### src/hdl/framebuffer_line_circle_engine_assert.svh
// ----------------------------------------------------------------------------
// Assertion macros for the frame store drawing engine
// Concurrent checks clocked on clk and idle during rst.
// ----------------------------------------------------------------------------
`ifndef FRAMEBUFFER_LINE_CIRCLE_ENGINE_ASSERT_SVH
`define FRAMEBUFFER_LINE_CIRCLE_ENGINE_ASSERT_SVH
`ifndef SYNTHESIS
`define FLCE_ASSERT(label, prop, msg) \
  label: assert property (@(posedge clk) disable iff (rst) prop) else $error(msg);
`define FLCE_NEVER(label, expr, msg) \
  label: assert property (@(posedge clk) disable iff (rst) !(expr)) else $error(msg);
`else
`define FLCE_ASSERT(label, prop, msg)
`define FLCE_NEVER(label, expr, msg)
`endif
`endif

### src/hdl/flce_pkg.sv
// ----------------------------------------------------------------------------
// flce_pkg
// Shared constants and controller/datapath interface types.
// ----------------------------------------------------------------------------
`timescale 1ns / 1ps
package flce_pkg;
  localparam int DEF_PANEL_WIDTH  = 128;
  localparam int DEF_PANEL_HEIGHT = 64;

  localparam logic [2:0] OP_LINE = 3'd0;
  localparam logic [2:0] OP_RECT = 3'd1;
  localparam logic [2:0] OP_CIRC = 3'd2;
  localparam logic [2:0] OP_FILL = 3'd3;
  localparam logic [2:0] OP_READ = 3'd4;

  localparam logic [1:0] SRC_END  = 2'd0;
  localparam logic [1:0] SRC_WALK = 2'd1;
  localparam logic [1:0] SRC_CIRC = 2'd2;

  localparam logic [7:0] FILL_ONES  = 8'hFF;
  localparam logic [7:0] FILL_ZEROS = 8'h00;

  typedef struct packed {
    logic       load;
    logic       seg_load;
    logic [1:0] seg;
    logic [1:0] src;
    logic       pix_wr;
    logic       line_step;
    logic       circ_step;
    logic [1:0] quad;
    logic       sweep_wr;
    logic       rd_byte;
    logic       rd_capture;
  } cmd_t;

  typedef struct packed {
    logic walk_done;
    logic centre_ok;
    logic circ_last;
    logic sweep_last;
  } status_t;
endpackage

### src/hdl/flce_ctrl.sv
// ----------------------------------------------------------------------------
// flce_ctrl
// Operation sequencer: store sweep, pixel read-modify-write, segment and quadrant stepping, byte read.
// ----------------------------------------------------------------------------
`timescale 1ns / 1ps
`include "framebuffer_line_circle_engine_assert.svh"
module flce_ctrl (
  input  logic             clk,
  input  logic             rst,
  input  logic             start,
  input  logic [2:0]       operation,
  input  flce_pkg::status_t status,
  output flce_pkg::cmd_t   cmd,
  output logic             busy,
  output logic             done
);
  localparam logic [3:0] S_CLEAR  = 4'd0;
  localparam logic [3:0] S_IDLE   = 4'd1;
  localparam logic [3:0] S_LSETUP = 4'd2;
  localparam logic [3:0] S_EP_RD  = 4'd3;
  localparam logic [3:0] S_EP_WR  = 4'd4;
  localparam logic [3:0] S_LCHK   = 4'd5;
  localparam logic [3:0] S_WK_RD  = 4'd6;
  localparam logic [3:0] S_WK_WR  = 4'd7;
  localparam logic [3:0] S_CCHK   = 4'd8;
  localparam logic [3:0] S_C_RD   = 4'd9;
  localparam logic [3:0] S_C_WR   = 4'd10;
  localparam logic [3:0] S_READ   = 4'd11;
  localparam logic [3:0] S_READ2  = 4'd12;
  localparam logic [3:0] S_DONE   = 4'd13;

  logic [3:0] state, state_next;
  logic [1:0] seg, seg_next;
  logic [1:0] quad, quad_next;
  logic       is_rect, is_rect_next;
  logic       fill_op, fill_op_next;

  always_ff @(posedge clk) begin
    if (rst) begin
      state   <= S_CLEAR;
      seg     <= 2'd0;
      quad    <= 2'd0;
      is_rect <= 1'b0;
      fill_op <= 1'b0;
    end else begin
      state   <= state_next;
      seg     <= seg_next;
      quad    <= quad_next;
      is_rect <= is_rect_next;
      fill_op <= fill_op_next;
    end
  end

  always_comb begin
    state_next   = state;
    seg_next     = seg;
    quad_next    = quad;
    is_rect_next = is_rect;
    fill_op_next = fill_op;
    cmd          = '0;
    cmd.seg      = seg;
    cmd.quad     = quad;
    cmd.src      = flce_pkg::SRC_END;
    unique case (state)
      S_CLEAR: begin
        cmd.sweep_wr = 1'b1;
        if (status.sweep_last) begin
          state_next = fill_op ? S_DONE : S_IDLE;
        end
      end
      S_IDLE: begin
        if (start) begin
          cmd.load     = 1'b1;
          seg_next     = 2'd0;
          quad_next    = 2'd0;
          is_rect_next = (operation == flce_pkg::OP_RECT);
          fill_op_next = 1'b0;
          case (operation)
            flce_pkg::OP_LINE, flce_pkg::OP_RECT: state_next = S_LSETUP;
            flce_pkg::OP_CIRC: state_next = S_CCHK;
            flce_pkg::OP_FILL: begin
              fill_op_next = 1'b1;
              state_next   = S_CLEAR;
            end
            flce_pkg::OP_READ: state_next = S_READ;
            default: state_next = S_DONE;
          endcase
        end
      end
      S_LSETUP: begin
        cmd.seg_load = 1'b1;
        state_next   = S_EP_RD;
      end
      S_EP_RD: state_next = S_EP_WR;
      S_EP_WR: begin
        cmd.pix_wr = 1'b1;
        state_next = S_LCHK;
      end
      S_LCHK: begin
        if (status.walk_done) begin
          if (is_rect && seg != 2'd3) begin
            seg_next   = seg + 2'd1;
            state_next = S_LSETUP;
          end else begin
            state_next = S_DONE;
          end
        end else begin
          state_next = S_WK_RD;
        end
      end
      S_WK_RD: begin
        cmd.src    = flce_pkg::SRC_WALK;
        state_next = S_WK_WR;
      end
      S_WK_WR: begin
        cmd.src       = flce_pkg::SRC_WALK;
        cmd.pix_wr    = 1'b1;
        cmd.line_step = 1'b1;
        state_next    = S_LCHK;
      end
      S_CCHK: state_next = status.centre_ok ? S_C_RD : S_DONE;
      S_C_RD: begin
        cmd.src    = flce_pkg::SRC_CIRC;
        state_next = S_C_WR;
      end
      S_C_WR: begin
        cmd.src    = flce_pkg::SRC_CIRC;
        cmd.pix_wr = 1'b1;
        quad_next  = quad + 2'd1;
        if (quad == 2'd3) begin
          cmd.circ_step = 1'b1;
          state_next    = status.circ_last ? S_DONE : S_C_RD;
        end else begin
          state_next = S_C_RD;
        end
      end
      S_READ: begin
        cmd.rd_byte = 1'b1;
        state_next  = S_READ2;
      end
      S_READ2: begin
        cmd.rd_capture = 1'b1;
        state_next     = S_DONE;
      end
      S_DONE: state_next = S_IDLE;
      default: state_next = S_IDLE;
    endcase
  end

  assign busy = (state != S_IDLE);
  assign done = (state == S_DONE);

  `FLCE_ASSERT(a_done_one_cycle, done |=> !done && !busy, "result strobe held")
  `FLCE_ASSERT(a_wr_after_rd, cmd.pix_wr |-> $past(state) == S_EP_RD || $past(state) == S_WK_RD || $past(state) == S_C_RD, "pixel write without read")
  `FLCE_ASSERT(a_read_path, start && !busy && operation == flce_pkg::OP_READ |=> ##1 state == S_READ2, "read sequence broken")
  `FLCE_NEVER(a_no_overlap, cmd.sweep_wr && cmd.pix_wr, "sweep and pixel write together")
endmodule

### config.mk
export PLATFORM = sky130hd
export DESIGN_NAME = flce_ctrl
export DESIGN_NICKNAME = d
export VERILOG_FILES = /design/src/hdl/flce_pkg.sv /design/src/hdl/flce_ctrl.sv
export VERILOG_INCLUDE_DIRS = /design/src /design/src/hdl
export SDC_FILE = /design/constraint.sdc
export NUM_CORES = 1
export LEC_CHECK = 0
export BUFFER_PORTS_ARGS = -buffer_cell sky130_fd_sc_hd__buf_2
export CAP_MARGIN = 20
export CORE_MARGIN = 1.5
export CORE_UTILIZATION = 43
export CTS_CLUSTER_DIAMETER = 80
export DETAILED_ROUTE_END_ITERATION = 16
export GPL_ROUTABILITY_DRIVEN = 0
export GPL_TIMING_DRIVEN = 0
export PLACE_DENSITY = 0.83
export SYNTH_ARGS = -nofsm -noshare
export SYNTH_HDL_FRONTEND = slang
export SYNTH_SLANG_ARGS = --single-unit
### constraint.sdc
create_clock -name clk -period 1.1 [get_ports clk]
set_input_delay 0.11 -clock clk [delete_from_list [all_inputs] [get_ports clk]]
set_output_delay 0.11 -clock clk [all_outputs]
set_load 0.01 [all_outputs]
==> flow_summary.toml <==
[routing]
viasPerCell = 6.02
met3_length_microns = 152
first_iter_violations = 29
wl_met2_mm = 1.47
vias = 988
firstDrtPassIters = 10
drtAntennaViolNets = 0
wirelength_mm = 2.84
drt-met1-wl_mm = 1.09
top_layer = "met4"
drc_errors = 2
wl_per_cell_microns = 17.3

[yosys]
synth_xor_area_frac = 0.0118
netlist_instances = 103
ys_warn_count = 0
synth_top_area_share = 0.271
synth_seq_cells = 10
synth.avg_cell_area_sq_um = 7.18
netlist_area_sq_um = 739
synth_top_family_by_area = "simple AND/OR/NAND/NOR gates"
synth.top_cells.by_area = "dfxtp_1 27%, a21oi_1 6.1%, nand3_1 5.4%"
synth_largest_area_cell = "dfxtp_1"
synth.distinct_cells = 40
seq_area_frac_synth = 0.271
synth-compound-area-share = 0.206
synthMuxAreaShare = 0.0135
syn-num-nets = 115
yosys.area_share.simple = 0.394
synth-adder-area-share = 0.0338

[clock_tree]
insertion_delay_ps = 280
clk_path_buf_depth = 2
ctsHtreeMaxLevel = 1
cts.reportedPaths.clkPinSlew_ps = 80
cts-root-buf = "clkbuf_4"
cts_buffers = 3
cts_sinks = 10
ctsHoldBuffers = 0
cts_tree = "done"

[critical_path]
cp_data_arrival_time_ps = 1300
crit_path_max_fanout = 5
rr_worst_depth = 5
criticalPathCategory = "reg2out"
reg2reg_setup_slack_ps = -270
cp-end-kind = "output port"
crit_required_ps = 990
timing.rr.end = "state[2]$_SDFFE_PP0P_"
r2r_start = "state[0]$_SDFFE_PP0P_"
worstSetupStartpointType = "flip-flop"

[layout]
final_cell_mix = "22 x buf_2, 13 x buf_6, 10 x buf_4"
area_delta_synth_final_pct = 77.0
layout_commonest_cell = "buf_2"
antenna_cells = 0
finalInstanceArea_sq_um = 1310
final_cells = 164
nNetsFinal = 161
fin_util = 0.839
layout-drive-gt1-share = 0.588

[placement]
dpl_cell_area_sq_um = 900
place_inst = 143
pre_cts_slack_ps = -231
dp_hpwl_mm = 1.35
io_buffers = 24

[power]
leakage_uw = 0.000548
vdd_drop_max_mv = 1.20
power_density_nw_per_um2 = 1480

[global_routing]
grt_pass1_vias = 898
grtUsageTotal = 0.286
grt_start_max_net_pins = 11
antenna_found_initial = 0
grt_remaining_overflow = 0
grt_pass1_wl_mm = 3.95

[sta]
maxSlewHeadroom = 0.745
finalHoldViolations = 0
fmax_ghz = 0.707
skew_ps = 8.08
fin_ws_ps = -314
tightest_slew_ps = 383
tns_ps = -4120
grt_setup_unrepaired = "yes"
setup_violations = 22
drv_slew = 0
period_share = 1.29
min_period_ps = 1410

[status]
status = "finished, violations left"
violations = "design-rule violations, negative setup slack"

[worst_hold_path]
worstHoldEndpoint = "fill_op$_SDFFE_PP0P_"
min_path_cells = 3
hp-class = "in2reg"
hp-start = "operation[1]"

[floorplanning]
dieArea_sq_um = 1980
die_h_microns = 44.5
die_w_microns = 44.5
rows = 14
initial_core_util = 0.474
core-area_sq_um = 1560
io_pins = 26

[run]
maxCapViolations = 0
==> how the worst max path moves through the flow <==
stage | start | endpoint | slack (ps)
global placement | state[3]$_SDFFE_PP0P_ | seg[1]$_SDFFE_PP0P_ | -220
detailed placement | state[3]$_SDFFE_PP0P_ | seg[0]$_SDFFE_PP0P_ | -230
floorplan | seg[0]$_SDFFE_PP0P_ | seg[1]$_SDFFE_PP0P_ | -170
global route | state[0]$_SDFFE_PP0P_ | cmd[7] | -360
finish | state[0]$_SDFFE_PP0P_ | cmd[7] | -310
CTS | state[0]$_SDFFE_PP0P_ | cmd[7] | -300
==> per-layer routing <==
layer,up-vias,track usage
met3,12,0.0694
met2,48,0.504
met1,468,0.299
met5,-,0
li1,460,-
met4,0,0.182
==> logic make-up (layout without fill, tap and decap cells) <==
kind of cell / Yosys count / count (layout)
and+or+nand+nor: 54 / 54
AOI/OAI and AO/OA: 24 / 24
buffers and inverters: 11 / 56
DFF: 10 / 10
adders and majority gates: 2 / 2
xor gates and xnor gates: 1 / 1
muxes: 1 / 1
==> stage by stage <==
stage	hold slack (ps)	power (uW)
6_report	132	1940
5_1_grt	135	2030
4_1_cts	117	1790
3_5_place_dp	415	1050
3_3_place_gp	410	1040
2_1_floorplan	264	886
==> final cells by class <==
cell class,count,area (sq um)
multi-input cells,82,642
repair buffers,42,307
fillers,95,250
flip-flops and latches,10,215
plain buffers,6,63.8
clock buffers,4,36.3
inverters,4,25.0
well taps,16,20.0
==> power breakdown <==
part	internal (uW)	total, uW	switching (uW)	leakage, uW
Sequential	404	467	63.8	0.0000846
Clock	201	347	145	0.0000210
Combinational	574	1120	550	0.000443
Total	1180	1940	759	0.000548
==> sequential cells by signal, summed over array words and instances (netlist names) <==
signal and count:
fill_op 1, is_rect 1, quad 2, seg 2, state 4
==> cell usage after synthesis (all sizes together) <==
| library cell | n |
|---|---|
| a21o | 1 |
| a21oi | 9 |
| a221o | 1 |
| a22oi | 1 |
| a311o | 1 |
| a31oi | 1 |
| and2 | 1 |
| and3 | 2 |
| buf | 7 |
| dfxtp | 10 |
| ha | 2 |
| inv | 4 |
| mux2i | 1 |
| nand2 | 10 |
| nand2b | 6 |
| nand3 | 9 |
| nand3b | 2 |
| nand4 | 1 |
| nand4b | 1 |
| nor2 | 10 |
| nor2b | 2 |
| nor3 | 4 |
| nor3b | 2 |
| nor4 | 1 |
| o211ai | 2 |
| o21ai | 4 |
| o21bai | 1 |
| o22ai | 1 |
| o311ai | 1 |
| o32ai | 1 |
| or2 | 2 |
| or3 | 1 |
| xnor2 | 1 |
==> worst max-delay path, cell delays in order (launching register included) <==
cell	delay, ps
dfxtp_2	340
buf_6	120
buf_8	120
xnor2_4	140
nand3b_1	100
nand2_1	60
buf_2	130
==> timing repair <==
item | CTS | global route
pin swaps | 20 | 9
endpoints found under the setup margin | 22 | 22
buffers inserted | 15 | 4
resized for setup | 39 | 20
Note: power is estimated with default switching activity, not from simulation.
